--- src/hw/rtl/dfcr_pkg.sv ---
package dfcr_pkg;

	localparam logic [7:0] DLE = 8'h10;
	localparam logic [7:0] STX = 8'h02;
	localparam logic [7:0] ETX = 8'h03;

	localparam logic [7:0] PING_ID0 = 8'h4A;
	localparam logic [7:0] PING_ID1 = 8'h55;
	localparam logic [7:0] PING_ID2 = 8'h0F;
	localparam int unsigned PING_MIN_LEN = 3;

	localparam int unsigned REC_IDX_W = 5;

	typedef enum logic [2:0] {
		SEQ_IDLE,
		SEQ_SOF_DLE,
		SEQ_SOF_STX,
		SEQ_DATA,
		SEQ_STUFF,
		SEQ_EOF_DLE,
		SEQ_EOF_ETX
	} seq_state_t;

	typedef struct packed {
		logic launch;
		logic ping;
	} frame_ctl_t;

	function automatic logic [7:0] ping_byte(input logic [REC_IDX_W-1:0] idx);
		logic [7:0] b;
		unique case (idx)
			5'd0: b = 8'h4A;
			5'd1: b = 8'hAA;
			5'd2: b = 8'hF0;
			5'd6: b = 8'h01;
			default: b = 8'h00;
		endcase
		return b;
	endfunction

endpackage

--- src/hw/rtl/dfcr_rx_if.sv ---
interface dfcr_rx_if;
	logic       valid;
	logic       ready;
	logic [7:0] rx_byte;

	modport source (output valid, output rx_byte, input ready);
	modport sink (input valid, input rx_byte, output ready);
endinterface

--- src/hw/rtl/dfcr_reply_if.sv ---
interface dfcr_reply_if;
	logic       valid;
	logic       ready;
	logic [7:0] reply_byte;
	logic       reply_last;

	modport source (output valid, output reply_byte, output reply_last, input ready);
	modport sink (input valid, input reply_byte, input reply_last, output ready);
endinterface

--- src/hw/rtl/dfcr_deframer.sv ---
module dfcr_deframer #(
	parameter int MAX_PAYLOAD = 64,
	parameter int RECORD_LEN = 7,
	parameter int CNT_W = 7
) (
	input  logic                             clk,
	input  logic                             arst_n,
	input  logic                             accept,
	input  logic [7:0]                       rx_byte,
	output logic [CNT_W-1:0]                 count,
	output logic [RECORD_LEN-1:0][7:0]       store,
	output dfcr_pkg::frame_ctl_t             ctl
);

	localparam int IDX_W = $clog2(RECORD_LEN);

	logic                       inside_q, inside_d;
	logic                       esc_q, esc_d;
	logic [CNT_W-1:0]           count_q, count_d;
	logic [RECORD_LEN-1:0][7:0] store_q;
	logic                       push;
	logic                       room;
	logic                       we;
	logic                       launch;

	assign room = count_q < CNT_W'(MAX_PAYLOAD);
	assign we   = push && room && (count_q < CNT_W'(RECORD_LEN));

	always_comb begin
		inside_d = inside_q;
		esc_d    = esc_q;
		count_d  = count_q;
		push     = 1'b0;
		launch   = 1'b0;
		if (accept) begin
			if (!inside_q) begin
				if (esc_q && rx_byte == dfcr_pkg::STX) begin
					inside_d = 1'b1;
					count_d  = '0;
					esc_d    = 1'b0;
				end else begin
					esc_d = (rx_byte == dfcr_pkg::DLE);
				end
			end else if (esc_q) begin
				esc_d = 1'b0;
				if (rx_byte == dfcr_pkg::DLE) begin
					push = 1'b1;
				end else begin
					inside_d = 1'b0;
					if (rx_byte == dfcr_pkg::ETX) begin
						launch = (count_q != '0);
					end else begin
						count_d = '0;
					end
				end
			end else if (rx_byte == dfcr_pkg::DLE) begin
				if (count_q >= CNT_W'(RECORD_LEN)) begin
					inside_d = 1'b0;
					launch   = (count_q != '0);
				end else begin
					esc_d = 1'b1;
				end
			end else begin
				push = 1'b1;
			end
		end
		if (push && room) begin
			count_d = count_q + 1'b1;
		end
	end

	always_ff @(posedge clk or negedge arst_n) begin
		if (!arst_n) begin
			inside_q <= 1'b0;
			esc_q    <= 1'b0;
			count_q  <= '0;
		end else begin
			inside_q <= inside_d;
			esc_q    <= esc_d;
			count_q  <= count_d;
		end
	end

	always_ff @(posedge clk) begin
		if (we) begin
			store_q[count_q[IDX_W-1:0]] <= rx_byte;
		end
	end

	assign count      = count_q;
	assign store      = store_q;
	assign ctl.launch = launch;
	assign ctl.ping   = (count_q >= CNT_W'(dfcr_pkg::PING_MIN_LEN)) &&
	                    (store_q[0] == dfcr_pkg::PING_ID0) &&
	                    (store_q[1] == dfcr_pkg::PING_ID1) &&
	                    (store_q[2] == dfcr_pkg::PING_ID2);

`ifndef SYNTHESIS
	a_launch_in_frame: assert property (@(posedge clk) disable iff (!arst_n)
		launch |-> inside_q)
		else $error("reply launched outside a frame");
	a_launch_nonempty: assert property (@(posedge clk) disable iff (!arst_n)
		launch |-> (count_q != '0))
		else $error("reply launched for an empty frame");
	a_open_clears_count: assert property (@(posedge clk) disable iff (!arst_n)
		$rose(inside_q) |-> (count_q == '0))
		else $error("frame opened with a stale payload count");
`endif

endmodule

--- src/hw/rtl/dfcr_reply_seq.sv ---
module dfcr_reply_seq #(
	parameter int RECORD_LEN = 7,
	parameter int CNT_W = 7
) (
	input  logic                       clk,
	input  logic                       arst_n,
	input  dfcr_pkg::frame_ctl_t       ctl,
	input  logic [CNT_W-1:0]           count,
	input  logic [RECORD_LEN-1:0][7:0] store,
	output logic                       idle,
	dfcr_reply_if.source               reply
);

	localparam int IDX_W = $clog2(RECORD_LEN);

	dfcr_pkg::seq_state_t state_q, state_d;
	logic [IDX_W-1:0]     idx_q, idx_d;
	logic                 ping_q, ping_d;
	logic                 ov_q;
	logic [7:0]           ob_q;
	logic                 ol_q;
	logic                 adv;
	logic                 load;
	logic [7:0]           load_byte;
	logic                 load_last;
	logic [7:0]           rec_byte;
	logic                 is_dle;
	logic                 last_idx;

	assign adv      = !ov_q || reply.ready;
	assign is_dle   = (rec_byte == dfcr_pkg::DLE);
	assign last_idx = (idx_q == IDX_W'(RECORD_LEN - 1));

	always_comb begin
		if (ping_q) begin
			rec_byte = dfcr_pkg::ping_byte(dfcr_pkg::REC_IDX_W'(idx_q));
		end else if (CNT_W'(idx_q) < count) begin
			rec_byte = store[idx_q];
		end else begin
			rec_byte = 8'h00;
		end
	end

	always_comb begin
		state_d   = state_q;
		idx_d     = idx_q;
		ping_d    = ping_q;
		load      = 1'b0;
		load_byte = dfcr_pkg::DLE;
		load_last = 1'b0;
		unique case (state_q)
			dfcr_pkg::SEQ_IDLE: begin
				if (ctl.launch) begin
					state_d = dfcr_pkg::SEQ_SOF_DLE;
					idx_d   = '0;
					ping_d  = ctl.ping;
				end
			end
			dfcr_pkg::SEQ_SOF_DLE: begin
				if (adv) begin
					load    = 1'b1;
					state_d = dfcr_pkg::SEQ_SOF_STX;
				end
			end
			dfcr_pkg::SEQ_SOF_STX: begin
				if (adv) begin
					load      = 1'b1;
					load_byte = dfcr_pkg::STX;
					state_d   = dfcr_pkg::SEQ_DATA;
				end
			end
			dfcr_pkg::SEQ_DATA: begin
				if (adv) begin
					load      = 1'b1;
					load_byte = rec_byte;
					if (is_dle) begin
						state_d = dfcr_pkg::SEQ_STUFF;
					end else if (last_idx) begin
						state_d = dfcr_pkg::SEQ_EOF_DLE;
					end else begin
						idx_d = idx_q + 1'b1;
					end
				end
			end
			dfcr_pkg::SEQ_STUFF: begin
				if (adv) begin
					load = 1'b1;
					if (last_idx) begin
						state_d = dfcr_pkg::SEQ_EOF_DLE;
					end else begin
						idx_d   = idx_q + 1'b1;
						state_d = dfcr_pkg::SEQ_DATA;
					end
				end
			end
			dfcr_pkg::SEQ_EOF_DLE: begin
				if (adv) begin
					load    = 1'b1;
					state_d = dfcr_pkg::SEQ_EOF_ETX;
				end
			end
			dfcr_pkg::SEQ_EOF_ETX: begin
				if (adv) begin
					load      = 1'b1;
					load_byte = dfcr_pkg::ETX;
					load_last = 1'b1;
					state_d   = dfcr_pkg::SEQ_IDLE;
				end
			end
			default: begin
				state_d = dfcr_pkg::SEQ_IDLE;
			end
		endcase
	end

	always_ff @(posedge clk or negedge arst_n) begin
		if (!arst_n) begin
			state_q <= dfcr_pkg::SEQ_IDLE;
			ov_q    <= 1'b0;
		end else begin
			state_q <= state_d;
			if (load) begin
				ov_q <= 1'b1;
			end else if (reply.ready) begin
				ov_q <= 1'b0;
			end
		end
	end

	always_ff @(posedge clk) begin
		idx_q  <= idx_d;
		ping_q <= ping_d;
		if (load) begin
			ob_q <= load_byte;
			ol_q <= load_last;
		end
	end

	assign idle             = (state_q == dfcr_pkg::SEQ_IDLE);
	assign reply.valid      = ov_q;
	assign reply.reply_byte = ob_q;
	assign reply.reply_last = ol_q;

`ifndef SYNTHESIS
	a_launch_when_idle: assert property (@(posedge clk) disable iff (!arst_n)
		ctl.launch |-> (state_q == dfcr_pkg::SEQ_IDLE))
		else $error("reply launched while another is in progress");
	a_stuff_after_dle: assert property (@(posedge clk) disable iff (!arst_n)
		(state_q == dfcr_pkg::SEQ_STUFF) |-> (ov_q && ob_q == dfcr_pkg::DLE))
		else $error("stuffing byte not preceded by a data DLE");
	a_etx_after_dle: assert property (@(posedge clk) disable iff (!arst_n)
		(state_q == dfcr_pkg::SEQ_EOF_ETX) |-> (ov_q && ob_q == dfcr_pkg::DLE && !ol_q))
		else $error("closing ETX not preceded by DLE");
`endif

endmodule

--- src/hw/rtl/dle_framed_command_responder.sv ---
// dle framed command responder
// rx: one received byte per transaction; frames are DLE STX payload DLE ETX,
// with DLE DLE standing for a payload 0x10 and DLE plus any other byte
// aborting the frame. once RECORD_LEN payload bytes are held a lone DLE
// also closes the frame
// reply: one wire byte per transaction, reply_last set on the closing ETX.
// a non-empty frame gives a stuffed reply of 4 + RECORD_LEN to
// 4 + 2 * RECORD_LEN bytes (11 to 18 by default): the ping record when the
// payload opens 4A 55 0F, otherwise the first RECORD_LEN payload bytes
// padded with zeros
// the closing byte's transaction moves the sequencer out of idle; the first
// reply byte is then loaded into a single output register, and the
// sequencer puts out one byte per cycle through it while reply is ready
// throughput: rx accepts one non-closing byte per cycle; rx ready is low from
// the closing transaction until the ETX is loaded into the output register
// a stall on reply holds the output register and the sequencer in place
// reset clears the framing state and any reply in progress; no frame is open
module dle_framed_command_responder #(
	parameter int MAX_PAYLOAD = 64,
	parameter int RECORD_LEN = 7
) (
	input  logic          clk,
	input  logic          arst_n,
	dfcr_rx_if.sink       rx,
	dfcr_reply_if.source  reply
);

	localparam int CNT_MAX = (MAX_PAYLOAD > RECORD_LEN) ? MAX_PAYLOAD : RECORD_LEN;
	localparam int CNT_W = $clog2(CNT_MAX + 1);

	logic                       idle;
	logic                       accept;
	logic [CNT_W-1:0]           count;
	logic [RECORD_LEN-1:0][7:0] store;
	dfcr_pkg::frame_ctl_t       ctl;

	assign rx.ready = idle;
	assign accept   = rx.valid && idle;

	dfcr_deframer #(
		.MAX_PAYLOAD(MAX_PAYLOAD),
		.RECORD_LEN(RECORD_LEN),
		.CNT_W(CNT_W)
	) u_deframer (
		.clk(clk),
		.arst_n(arst_n),
		.accept(accept),
		.rx_byte(rx.rx_byte),
		.count(count),
		.store(store),
		.ctl(ctl)
	);

	dfcr_reply_seq #(
		.RECORD_LEN(RECORD_LEN),
		.CNT_W(CNT_W)
	) u_reply_seq (
		.clk(clk),
		.arst_n(arst_n),
		.ctl(ctl),
		.count(count),
		.store(store),
		.idle(idle),
		.reply(reply)
	);

endmodule
--- src/flat_wrapper.sv ---
// flat-port wrapper written by rule: the top's interface ports become plain ports
module dle_framed_command_responder_flat 
#(
	parameter int MAX_PAYLOAD = 64,
	parameter int RECORD_LEN = 7
)
  (clk, arst_n, rx_valid, rx_rx_byte, rx_ready, reply_valid, reply_reply_byte, reply_reply_last, reply_ready);
  dfcr_rx_if rx_i ();
  dfcr_reply_if reply_i ();
  input  logic clk;
  input  logic arst_n;
  input wire logic [$bits(rx_i.valid)-1:0] rx_valid;
  input wire logic [$bits(rx_i.rx_byte)-1:0] rx_rx_byte;
  output wire logic [$bits(rx_i.ready)-1:0] rx_ready;
  output wire logic [$bits(reply_i.valid)-1:0] reply_valid;
  output wire logic [$bits(reply_i.reply_byte)-1:0] reply_reply_byte;
  output wire logic [$bits(reply_i.reply_last)-1:0] reply_reply_last;
  input wire logic [$bits(reply_i.ready)-1:0] reply_ready;
  assign rx_i.valid = rx_valid;
  assign rx_i.rx_byte = rx_rx_byte;
  assign rx_ready = rx_i.ready;
  assign reply_valid = reply_i.valid;
  assign reply_reply_byte = reply_i.reply_byte;
  assign reply_reply_last = reply_i.reply_last;
  assign reply_i.ready = reply_ready;
  dle_framed_command_responder #(.MAX_PAYLOAD(MAX_PAYLOAD), .RECORD_LEN(RECORD_LEN)) u_core (.clk(clk), .arst_n(arst_n), .rx(rx_i), .reply(reply_i));
endmodule
--- config.mk ---
export PLATFORM = sky130hd
export DESIGN_NAME = dle_framed_command_responder_flat
export DESIGN_NICKNAME = d
export VERILOG_FILES = /design/src/hw/rtl/dfcr_pkg.sv /design/src/hw/rtl/dfcr_rx_if.sv /design/src/hw/rtl/dfcr_reply_if.sv /design/src/hw/rtl/dfcr_deframer.sv /design/src/hw/rtl/dfcr_reply_seq.sv /design/src/hw/rtl/dle_framed_command_responder.sv /design/src/flat_wrapper.sv
export SDC_FILE = /design/constraint.sdc
export NUM_CORES = 1
export LEC_CHECK = 0
export BUFFER_PORTS_ARGS = -buffer_cell sky130_fd_sc_hd__buf_2
export CAP_MARGIN = 10
export CORE_MARGIN = 10
export CORE_UTILIZATION = 45
export DETAILED_ROUTE_END_ITERATION = 6
export GPL_TIMING_DRIVEN = 0
export PLACE_DENSITY = 0.59
export SLEW_MARGIN = 20
export SYNTH_ARGS = -nofsm -noshare
export SYNTH_HDL_FRONTEND = slang
export SYNTH_SLANG_ARGS = --single-unit
--- constraint.sdc ---
create_clock -name clk -period 5.4 [get_ports clk]
set_input_delay 1.62 -clock clk [delete_from_list [all_inputs] [get_ports clk]]
set_output_delay 1.62 -clock clk [all_outputs]
set_load 0.01 [all_outputs]
### After elaboration in Yosys (flattened, before gate mapping)

Cells that the tools add are included.

* flip-flop bits (word level): 82
* bits of input ports: 12
* output and inout port bits: 11

* $add $sub $neg: 2
* magnitude comparators: 8
* eq/ne operators: 28
* multiplexer cells: 61
* reductions and logical operators: 22

Operator list (count)
* bitwise mux 56 bit: 1
* two-way mux 7 bit: 7
* two-way mux 3 bit: 15
* two-way mux 8 bit: 5
* case mux 8 bit (4 select lines): 1
* two-way mux 1 bit: 25
* binary-select mux 8 bit (select 3 bit): 1
* demux 8 bit (select 3 bit): 1
* case mux 8 bit (3 select lines): 1
* case mux 3 bit (7 select lines): 1
* equality test 8 x 2 -> 1 bit, second input constant: 2
* equality test 8 x 5 -> 1 bit, second input constant: 2
* equality test 8 x 7 -> 1 bit, second input constant: 2
* != test 2 bit, second input constant: 8
* equality test 3 bit, second input constant: 4
* two-way mux 5 bit: 2
* AND reduction 5 bit: 2
* equality test 3 x 2 -> 1 bit, second input constant: 3
* != test 3 bit, second input constant: 3
* case mux 3 bit (3 select lines): 1
* equality test 8 x 4 -> 1 bit, second input constant: 1
* logical AND 1 bit: 8
* less-than comparator 3 x 4 -> 1 bit, second input constant: 2
* AND reduction 8 bit: 1
* 18 further kinds: 22

### Depth between registers and ports, before layout

Gate-level depths: netlist (run 1).

* depth in word-level cells: 8
* gate-level depth with buffers: 9
* mapped depth without buffers: 8

### Modules after synthesis

Synthesis (run 1) repeated with hierarchy kept, for this count alone.

* cells, all modules: 333
* area total of the unflattened synthesis: 4129.0 µm²

Modules (own cells, without submodules)
* dfcr_deframer: times used 1, cells each 145, area an instance 2473.6 µm², seq. area each 1906.8 µm²
* dfcr_reply_seq: times used 1, cells each 187, area an instance 1649.1 µm², seq. area each 490.5 µm²
* dle_framed_command_responder: times used 1, cells each 1, area an instance 6.3 µm², seq. area each 0.0 µm²

### Worst setup path after synthesis (run 1)

Ideal clock, no wire load.

* kind: input to register
* start point: input rx_rx_byte[1]
* end point: register u_core.u_deframer.store_q (netlist bit u_core.u_deframer.store[0]) (enable)
* setup time: 0.395 ns
* data arrival time: 3.564 ns
* setup slack: 1.442 ns
* cell stages on the path: 6
* path buffers: 1
* cell sequence: nor4b_1 > nand2_1 > xnor2_1 > nand2_1 > clkbuf_1 > nor4_1

* longest elaborated chain between the ends: 7
* elaborated cells between the ends (all ways): 8
* classes of those cells: 1 x eq/ne; 5 x mux; 2 x reduce/logical

Ends and longest elaborated chain
* from (decl): line flat_wrapper.sv:13 `input wire logic [$bits(rx_i.rx_byte)-1:0] rx_rx_byte;`
* equality test 8 x 5 -> 1 bit (*): line dfcr_deframer.sv:46, dfcr_deframer.sv:56
* two-way mux 1 bit (on tied branches): line dfcr_deframer.sv:56, dfcr_deframer.sv:46
* two-way mux 1 bit (*): line dfcr_deframer.sv:44 `end else if (esc_q) begin`
* two-way mux 1 bit (*): line dfcr_deframer.sv:36 `if (!inside_q) begin`
* two-way mux 1 bit (*): line dfcr_deframer.sv:35 `if (accept) begin`
* logical AND 1 bit (*) (2 in a row): line dfcr_deframer.sv:27 `assign we = push && room && (count_q < CNT_W'(RECORD_LEN));`
* to (signal, indexed assignment): line dfcr_deframer.sv:86 `store_q[count_q[IDX_W-1:0]] <= rx_byte;`
* to (decl): line dfcr_deframer.sv:20 `logic [RECORD_LEN-1:0][7:0] store_q;`

Every way passes the cells marked *; elsewhere a longest branch is shown, timed or not.
A chain may end at the register's enable or synchronous reset.

### Worst setup path in the final report (run 1)

* start point: input rx_rx_byte[1]
* end point: register u_core.u_deframer.store_q (netlist bit u_core.u_deframer.store[44]) (enable)

Same word-level chain as after synthesis.

==> results of run 1 <==
[cells by family (layout without fill, tap and decap cells)]
family,after synthesis,after routing
AO/OA/AOI/OAI,65,65
buffers and inverters,22,64
AND/OR/NAND/NOR,105,105
flip-flops,82,82
multiplexers,23,23
XOR/XNOR,2,2
adder cells (fa/ha/maj),8,8
[metal layers]
layer,share of wire [%],vias up,track usage (%),wire (um)
li1,-,1258,-,-
met3,4.7,14,2.68,404
met1,47,1296,18.4,4070
met4,2.1,0,6.85,185
met5,0,-,0,0
met2,46,58,20.9,4020
[power breakdown]
| part | internal [uW] | switching, uW | total (uW) |
|---|---|---|---|
| sequential | 756 | 30.0 | 786 |
| clock | 269 | 244 | 513 |
| combinational | 299 | 440 | 738 |
| total | 1320 | 713 | 2040 |
[Yosys cell counts, types with 4 or more instances]
cell | number | area share, %
nor2_1 | 24 | 2.3
nand2_1 | 23 | 2.2
and2_1 | 4 | 0.63
o21ai_0 | 4 | 0.51
inv_1 | 7 | 0.66
mux2i_1 | 17 | 4.3
o21ai_1 | 15 | 1.9
clkbuf_1 | 6 | 0.57
nand3_1 | 8 | 1.0
buf_2 | 6 | 0.76
edfxtp_1 | 69 | 52
nor4_1 | 5 | 0.79
nand3b_1 | 8 | 1.5
ha_1 | 8 | 2.5
nand2b_1 | 5 | 0.79
a21oi_1 | 11 | 1.4
mux4_2 | 6 | 3.4
dfrtp_1 | 13 | 8.2
nor3_1 | 6 | 0.76
[through the flow]
step / TNS [ns] / hold slack [ns] / power, uW
3_3_place_gp: -0.0800 / 0.555 / 1530
3_5_place_dp: 0 / 0.563 / 1530
2_1_floorplan: 0 / 0.508 / 1340
5_1_grt: 0 / 0.604 / 2160
6_report: 0 / 0.570 / 2040
4_1_cts: 0 / 0.576 / 2050
[worst min path at each step]
stage | to | slack, ns | cells past startpoint | from
after floorplan | u_core.u_deframer.esc_q$_DFFE_PN0P_ | 0.51 | 2 | u_core.u_deframer.esc_q$_DFFE_PN0P_
after global placement | u_core.u_deframer.inside_q$_DFFE_PN0P_ | 0.56 | 2 | u_core.u_deframer.inside_q$_DFFE_PN0P_
after detailed placement | u_core.u_deframer.inside_q$_DFFE_PN0P_ | 0.56 | 2 | u_core.u_deframer.inside_q$_DFFE_PN0P_
after CTS | u_core.u_deframer.count[5]$_DFFE_PN0P_ | 0.58 | 1 | u_core.u_deframer.count[5]$_DFFE_PN0P_
after global routing | u_core.u_deframer.count[4]$_DFFE_PN0P_ | 0.60 | 1 | u_core.u_deframer.count[4]$_DFFE_PN0P_
final | u_core.u_deframer.count[5]$_DFFE_PN0P_ | 0.57 | 1 | u_core.u_deframer.count[5]$_DFFE_PN0P_
[state kept, by name, summed over array words and instances (netlist names)]
signal and cells:
u_core.u_deframer.store 56, u_core.u_reply_seq.reply.reply_byte 8, u_core.u_deframer.count 7, u_core.u_reply_seq.idx_q 3, u_core.u_reply_seq.state_q 3, u_core.u_deframer.esc_q 1, u_core.u_deframer.inside_q 1, u_core.u_reply_seq.ping_q 1
u_core.u_reply_seq.reply.reply_last 1, u_core.u_reply_seq.reply.valid 1
[worst register-to-register path, delay by kind of cell (launching register included)]
kind                       cells  cell delay [ns]
AOI/OAI and AO/OA              3             0.78
adders and majority gates      1             0.29
buffers and inverters          2             0.53
DFF                            1             0.37
and+or+nand+nor                3             0.66
[final cells by class]
cell class | count | share of cell area, %
multi-input combinational | 203 | 33.3
sequential | 82 | 53.3
clock inverter | 7 | 2.48
clock buffer | 9 | 2.75
timing repair buffer | 26 | 3.01
inverter | 9 | 0.751
tap | 108 | 3.01
buffer | 13 | 1.42
==> results by group, run 1 <==
Critical path
  – Worst Setup SP: rx_rx_byte[1]
  – WP data arrival: roughly 4.1 ns
  – Worst path slowest cell: nor4b_1
  – Worst Setup EP: u_core.u_deframer.store[44]$_DFFE_PP_
  – Worst r2r path cells: 9
  – Crit-path leading delay family: simple AND/OR/NAND/NOR gates
  – Reg2reg end: u_core.u_reply_seq.idx_q[0]$_SDFFCE_PN0P_
  – Crit end category: flip-flop
  – CP Cell Sequence: buf_2 > nor4b_1 > nand2_1 > xnor2_1 > nand2_1 > clkbuf_1 > nor4_2 > buf_2
  – Worst R2R Setup Slack: approximately 2.5 ns
  – Crit start category: input port
  – Worst Path Buf+Inv: 3
  – Required @ worst endpoint: 5.46 ns
  – CP peak stage delay: ~0.60 ns
  – Worst reg2reg path startpoint: u_core.u_deframer.count[1]$_DFFE_PN0P_
  – Crit-path max FO: 10
  – Critical path class: in -> reg
  – Crit path depth: 8

Die
  – Site Rows: 34
  – Die Width: 114 um
  – Die Area: ~13000 sq um
  – Die height: 114 um
  – Initial Util: roughly 46%
  – # IOs: 23
  – Core area: between 8000 and 9000 sq um

Timing
  – Max_slew headroom: 47.5%
  – Final setup viols: 0
  – Worst-margin pin slew: 0.783 ns
  – Final period utilization: around three quarters
  – Final min period: approximately 4 ns
  – Final Hold Viols: 0
  – Fmax: roughly 250 MHz
  – Final WS setup: ~1.3 ns
  – Slew Viols, Final: 0
  – RSZ-0062 raised after global routing: no
  – Final Skew: 0.0138 ns

CTS
  – Worst skew pair latency: ~0.36 ns
  – Number of gates resized after CTS: 0
  – CTS buffer count: 9
  – Clock buffer depth: 2
  – CTS tree: built
  – H-tree depth: 3
  – Worst-path clk slew: around 0.09 ns
  – # hold bufs at CTS: 0
  – Clk root buf: clkbuf_8
  – CTS Sinks: 82
  – Number of setup buffers added after CTS: 0

Placed design
  – Dpl cell area: around 4300 sq um
  – Setup Slack @ Placement: roughly 0.94 ns
  – Port bufs: 22
  – Detail Placement HPWL: roughly 6300 um
  – Placed insts: 441
  – Routability congestion estimate from global placement: between 0.8 and 0.9

Synth
  – Avg Inst Size Synth: 12.9 sq um
  – Cells after Synth: a little over 300
  – Synth Flop Type: edfxtp_1
  – Compound-Gate Fraction of Synth Area: 11.3%
  – Largest family of logic cells by synthesized area: simple AND/OR/NAND/NOR gates
  – Simple-gate share of the synthesized area: approximately 15%
  – Synth cell types: just under 60
  – Synth Register Bits: 82
  – Synth async-reset ratio: ~16%
  – Sequential share of the synthesized area: between 60% and 70%
  – Mapped Area: 3960 sq um
  – Synth Net Count: roughly 330
  – Ys Warns: 0
  – Number of synthesized flops with an enable pin: 69
  – Adder-Cell Fraction of Synth Area: roughly 2.5%
  – Mux cell area share after synthesis: under 10%
  – Xor and xnor fraction of the mapped netlist area: 0.443%

Cells and area
  – Area Growth Syn to Fin: 13.6%
  – Most frequent cells in the layout: 69 x edfxtp_1, 30 x buf_2, 24 x nor2_1
  – Filler instances: roughly 750
  – Fin nets: around 360
  – Area of the multi-input gates: 1500 sq um
  – Layout cell share with drive strength beyond 1: between 20% and 30%
  – Commonest non-fill, non-tap cell in the layout: edfxtp_1
  – Diodes inserted: 0
  – Storage cell area: ~2400 sq um
  – Final instance area: roughly 4500 sq um
  – Fin util: around 52%
  – Final cell count without fillers: approximately 460

Drt
  – DRT iter0 DRCs: about 150
  – Final WL: a little under 9000 um
  – Routed via count: between 2000 and 3000
  – Via-per-instance ratio: around 5.7
  – Drt pass-1 iters: 5
  – Post-route ant nets: 0
  – Residual DRC count: 0
  – Routed len/inst: between 15 and 20 um

Power and ir drop
  – P per Cell Area: 453 nW/um^2
  – Worst VDD drop: 0.000169 V
  – LEAKAGE: 0.00162 uW

GRT
  – Vias in the first global route: approximately 2600
  – First-pass GRT wire length: 14000 um
  – Largest net degree at the start of global routing: 17
  – Initial antenna violation count: 0
  – GRT overflow: 0
  – GRT Overall Usage: between 10% and 20%

Status
  – Outcome: complete, no violations

Flow run
  – # Max-Cap Violations: 0

Min path
  – HP Class: reg -> reg
Power figures use the tool's default switching activity.
==> inputs of run 2 (changes only) <==
PLACE_DENSITY = 0.61   (was 0.59)
clock period = 3.25 ns   (was 5.4 ns; I/O delays follow)
==> results by group, run 2 (synthesized netlist as in run 1, its figures left out) <==
Status
  – Outcome: complete, no violations

Cells and area
  – Final cell count without fillers: about 460
  – Commonest non-fill, non-tap cell in the layout: edfxtp_1
  – Max reg flops: 56
  – Diodes inserted: 0
  – Layout cell share with drive strength beyond 1: between 20% and 30%
  – Most frequent cells in the layout: 69 x edfxtp_1, 28 x buf_2, 24 x nor2_1
  – Filler instances: around 740
  – Fin nets: between 300 and 400
  – Area Growth Syn to Fin: 13.8%

Timing
  – Final setup viols: 0
  – Final Hold Viols: 0
  – Fmax: 330 MHz
  – Final Skew: around 0.017 ns
  – Worst-margin pin slew: between 0.8 and 0.9 ns
  – Max_slew headroom: between 40% and 50%
  – Slew Viols, Final: 0
  – Final min period: 3.03 ns
  – Final period utilization: between 90% and 100%
  – WHS: between 0.5 and 0.6 ns
  – RSZ-0062 raised after global routing: no

Critical path
  – Crit end category: flip-flop
  – Crit start category: input port
  – Most frequent CP cell: nand2_1
  – Crit-path max FO: 10
  – Worst path slowest cell: nor3_2
  – CP peak stage delay: between 0.6 and 0.7 ns
  – Required @ worst endpoint: 3.23 ns
  – CP Cell Sequence: buf_2 > nor4_2 > nand2_1 > xnor2_1 > and2_1 > nand2_1 > nor3_2
  – WP data arrival: approximately 3 ns
  – Critical path class: in -> reg

CTS
  – Clock buffer depth: 2
  – Clk root buf: clkbuf_8
  – CTS Sinks: between 80 and 90
  – CTS buffer count: 9
  – CTS tree: built
  – Worst skew pair latency: ~0.35 ns
  – H-tree depth: 3
  – # hold bufs at CTS: 0
  – Worst-path clk slew: around 0.090 ns

Power and ir drop
  – Clock power share: 21.0%
  – Switching Share: between 30 and 40%
  – Sw Pwr: 1160 uW
  – Combinational share of power: 38.2%
  – Reg power frac: between 40% and 50%
  – Internal power: 2040 uW
  – P per Cell Area: just over 700 nW/um^2
  – Worst VDD drop: 0.000278 V
  – LEAKAGE: between 0.0015 and 0.002 uW

Drt
  – Post-route ant nets: 0
  – Routed via count: between 2000 and 3000
  – Residual DRC count: 0
  – DRT iter0 DRCs: 216
  – Drt pass-1 iters: 5
  – Via-per-instance ratio: 5.80
  – Routed len/inst: between 15 and 20 um
  – Final WL: 8690 um

Placed design
  – Routability congestion estimate from global placement: ~0.80
  – Port bufs: 22
  – Placed insts: roughly 440
  – Detail Placement HPWL: between 6000 and 7000 um

Die
  – Core area: 8640 sq um
  – Die height: roughly 110 um
  – Initial Util: 45.8%
  – Site Rows: 34
  – Die Width: roughly 110 um
  – # IOs: 23
  – Die Area: between 10000 and 15000 sq um

GRT
  – First-pass GRT wire length: between 10000 and 15000 um
  – GRT Overall Usage: about 14%
  – Vias in the first global route: around 2600
  – Initial antenna violation count: 0
  – GRT overflow: 0
  – Largest net degree at the start of global routing: 16

Flow run
  – # Max-Cap Violations: 0

Min path
  – HP Class: in -> async
-- run 2: area by class of cell --
| class | count | area, sq um | area share [%] |
|---|---|---|---|
| buffer | 13 | 65.1 | 1.44 |
| tap | 108 | 135 | 3.00 |
| inverter | 9 | 33.8 | 0.750 |
| sequential | 82 | 2400 | 53.2 |
| clock buffer | 10 | 128 | 2.83 |
| multi-input combinational | 203 | 1540 | 34.2 |
| timing repair buffer | 28 | 155 | 3.44 |
| clock inverter | 6 | 48.8 | 1.08 |
-- run 2: worst paths after layout --
path | depth (start not counted) | from | slack (ns) | to
min in group clk | 2 | u_core.u_deframer.esc_q$_DFFE_PN0P_ | 0.58 | u_core.u_deframer.esc_q$_DFFE_PN0P_
max | 7 | rx_rx_byte[0] | 0.22 | u_core.u_deframer.store[16]$_DFFE_PP_
min | 1 | arst_n | 0.50 | u_core.u_deframer.count[6]$_DFFE_PN0P_
min reg2reg | 2 | u_core.u_deframer.esc_q$_DFFE_PN0P_ | 0.58 | u_core.u_deframer.esc_q$_DFFE_PN0P_
max reg2reg | 8 | u_core.u_reply_seq.state_q[1]$_DFFE_PN0P_ | 0.44 | u_core.u_deframer.store[7]$_DFFE_PP_
max in group asynchronous | 1 | arst_n | 2.51 | u_core.u_deframer.count[0]$_DFFE_PN0P_
-- run 2: routing by layer --
| metal | track usage [%] | up-vias | routed length (um) |
|---|---|---|---|
| li1 | - | 1264 | - |
| met1 | 18.1 | 1323 | 3940 |
| met2 | 21.7 | 67 | 4160 |
| met3 | 3.52 | 6 | 508 |
| met4 | 3.51 | 0 | 73 |
| met5 | 0 | - | 0 |
-- run 2: repair_timing --
action	CTS	global route
pin swaps	0	2
resized for setup	4	4
endpoints found under the setup margin	13	36
buffers inserted	0	2
hold endpoints to repair	0	0
-- run 2: power groups by stage --
stage,clock [uW],sequential [uW],combinational (uW)
2_1_floorplan,0,1340,881
4_1_cts,682,1310,1230
6_report,671,1300,1220
3_5_place_dp,0,1330,1220
3_3_place_gp,0,1330,1210
5_1_grt,734,1320,1340
-- run 2: worst max-delay path, delay by kind of cell --
kind | cells | cell delay, ns
buf+inv | 1 | 0.16
simple gates | 5 | 1.64
xor+xnor | 1 | 0.23
-- run 2: through the flow --
stage,instance area (sq um),setup slack (ns),total power (uW),utilization [%],TNS (ns)
after floorplan,3960,-0.0635,2220,-,-1.52
final,4500,0.221,3200,52.2,0
after global routing,4500,0.0474,3390,52.2,0
after CTS,4480,0.00168,3220,51.8,0
after global placement,4200,-1.36,2540,48.7,-50.08
after detailed placement,4270,-0.505,2550,49.4,-17.51
==> inputs of run 3 (changes only) <==
CTS_CLUSTER_SIZE = 10   (was unset)
PLACE_DENSITY = 0.63   (was 0.61)
==> results by group, run 3 (synthesized netlist as in run 1, its figures left out) <==
Drt
  – Final WL: 8680 um
  – Routed via count: between 2000 and 3000
  – Met2 wire length: approximately 4200 um
  – Met3 WL post-DR: approximately 530 um
  – Met1 Wirelength: approximately 3800 um
  – Via-per-instance ratio: 5.74
  – Post-route ant nets: 0
  – Residual DRC count: 0
  – Routed len/inst: ~19 um
  – Top Metal Used: met4
  – Drt pass-1 iters: 4
  – DRT iter0 DRCs: around 230

Critical path
  – Crit end category: flip-flop
  – Critical path class: in -> reg
  – Crit-path max FO: 10
  – CP peak stage delay: 0.56 ns
  – CP Cell Sequence: buf_2 > nor4_2 > nand2_1 > xnor2_1 > nand2_1 > clkbuf_1 > nor4_4 > buf_4
  – Crit start category: input port
  – WP data arrival: approximately 3.2 ns
  – Required @ worst endpoint: between 3 and 4 ns
  – Worst path slowest cell: nor4_4
  – Worst Path Buf+Inv: 3
  – Crit-path leading delay family: simple AND/OR/NAND/NOR gates
  – Most frequent CP cell: nand2_1

CTS
  – CTS tree: built
  – Clock buffer depth: 2
  – H-tree depth: 3
  – Clk root buf: clkbuf_8
  – Worst skew pair latency: between 0.3 and 0.4 ns
  – CTS Sinks: between 80 and 90
  – Number of setup buffers added after CTS: 0
  – Worst-path clk slew: 0.09 ns
  – CTS buffer count: 9

Timing
  – Max_slew headroom: between 40% and 50%
  – Final WS setup: ~0.16 ns
  – Final Hold Viols: 0
  – Fmax: about 320 MHz
  – WHS: 0.502 ns
  – Final setup viols: 0
  – Final min period: 3.09 ns
  – Final period utilization: between 90% and 100%
  – RSZ-0062 raised after global routing: no
  – Worst-margin pin slew: between 0.7 and 0.8 ns
  – Final Skew: roughly 0.012 ns
  – Fin Setup TNS: 0 ns
  – Slew Viols, Final: 0

Die
  – Initial Util: between 40% and 50%
  – Die Area: between 10000 and 15000 sq um
  – Site Rows: 34
  – Die Width: between 100 and 150 um
  – Core area: 8640 sq um
  – Die height: between 100 and 150 um
  – # IOs: 23

Cells and area
  – Area Growth Syn to Fin: 13.8%
  – Max reg flops: between 50 and 60
  – Diodes inserted: 0
  – Layout cell share with drive strength beyond 1: between 20% and 30%
  – Commonest non-fill, non-tap cell in the layout: edfxtp_1
  – Fin nets: roughly 360
  – Most frequent cells in the layout: 69 x edfxtp_1, 28 x buf_2, 24 x nor2_1
  – Fin util: roughly 52%

Placed design
  – Detail Placement HPWL: about 6300 um
  – Routability congestion estimate from global placement: 0.807
  – Setup Slack @ Placement: -0.487 ns
  – Port bufs: 22

Power and ir drop
  – LEAKAGE: approximately 0.0016 uW
  – Worst VDD drop: 0.000291 V
  – P per Cell Area: 709 nW/um^2

GRT
  – Initial antenna violation count: 0
  – Largest net degree at the start of global routing: 16
  – Vias in the first global route: ~2500
  – First-pass GRT wire length: 13700 um
  – GRT overflow: 0
  – GRT Overall Usage: 13.4%

Min path
  – HP Class: in -> async

Status
  – Outcome: complete, no violations

Flow run
  – # Max-Cap Violations: 0
run 3: cell count changes in the layout (fill, tap and decap cells not counted), sizes merged:
cell / before / now
buf: 35 / 33
clkinv: 1 / 2
clkinvlp: 3 / 2
run 3: power by group:
group / switching, uW / internal (uW)
sequential: 46.9 / 1260
combinational: 719 / 495
clock: 388 / 286
total: 1150 / 2040
run 3: repair_timing:
action                                  4_1_cts  5_1_grt
endpoints found under the setup margin        8       44
pin swaps                                     0        1
hold buffers                                  0        0
resized for setup                             3        7
run 3: worst paths after layout:
path / to / slack (ns) / startpoint / depth (start not counted)
worst min-delay path: u_core.u_deframer.count[6]$_DFFE_PN0P_ / 0.50 / arst_n / 1
worst min register to register: u_core.u_deframer.count[4]$_DFFE_PN0P_ / 0.57 / u_core.u_deframer.count[4]$_DFFE_PN0P_ / 1
worst max-delay path: u_core.u_deframer.store[32]$_DFFE_PP_ / 0.16 / rx_rx_byte[0] / 8
max in group asynchronous: u_core.u_deframer.count[0]$_DFFE_PN0P_ / 2.52 / arst_n / 1
worst max register to register: u_core.u_deframer.store[32]$_DFFE_PP_ / 0.35 / u_core.u_reply_seq.state_q[1]$_DFFE_PN0P_ / 8
min in group clk: u_core.u_deframer.count[4]$_DFFE_PN0P_ / 0.57 / u_core.u_deframer.count[4]$_DFFE_PN0P_ / 1
run 3: metal layers:
metal / global-route usage [%] / up-vias
met5: 0 / -
met4: 4.76 / 0
met3: 2.68 / 12
met2: 21.4 / 89
met1: 17.8 / 1275
li1: - / 1249
run 3: per-stage QoR:
stage                     total power, uW  instances  area (sq um)
final                                3190        457          4500
after global routing                 3380        457          4500
after CTS                            3210        457          4470
after detailed placement             2540        441          4270
after global placement               2530        437          4200
after floorplan                      2220        307          3960
run 3: layout make-up:
class / count / area [sq um]
clock inverter: 6 / 50.0
buffer: 13 / 65.1
multi-input combinational: 203 / 1550
inverter: 9 / 33.8
fill: 740 / 4130
clock buffer: 10 / 128
timing repair buffer: 26 / 140
sequential: 82 / 2400
tap: 108 / 135
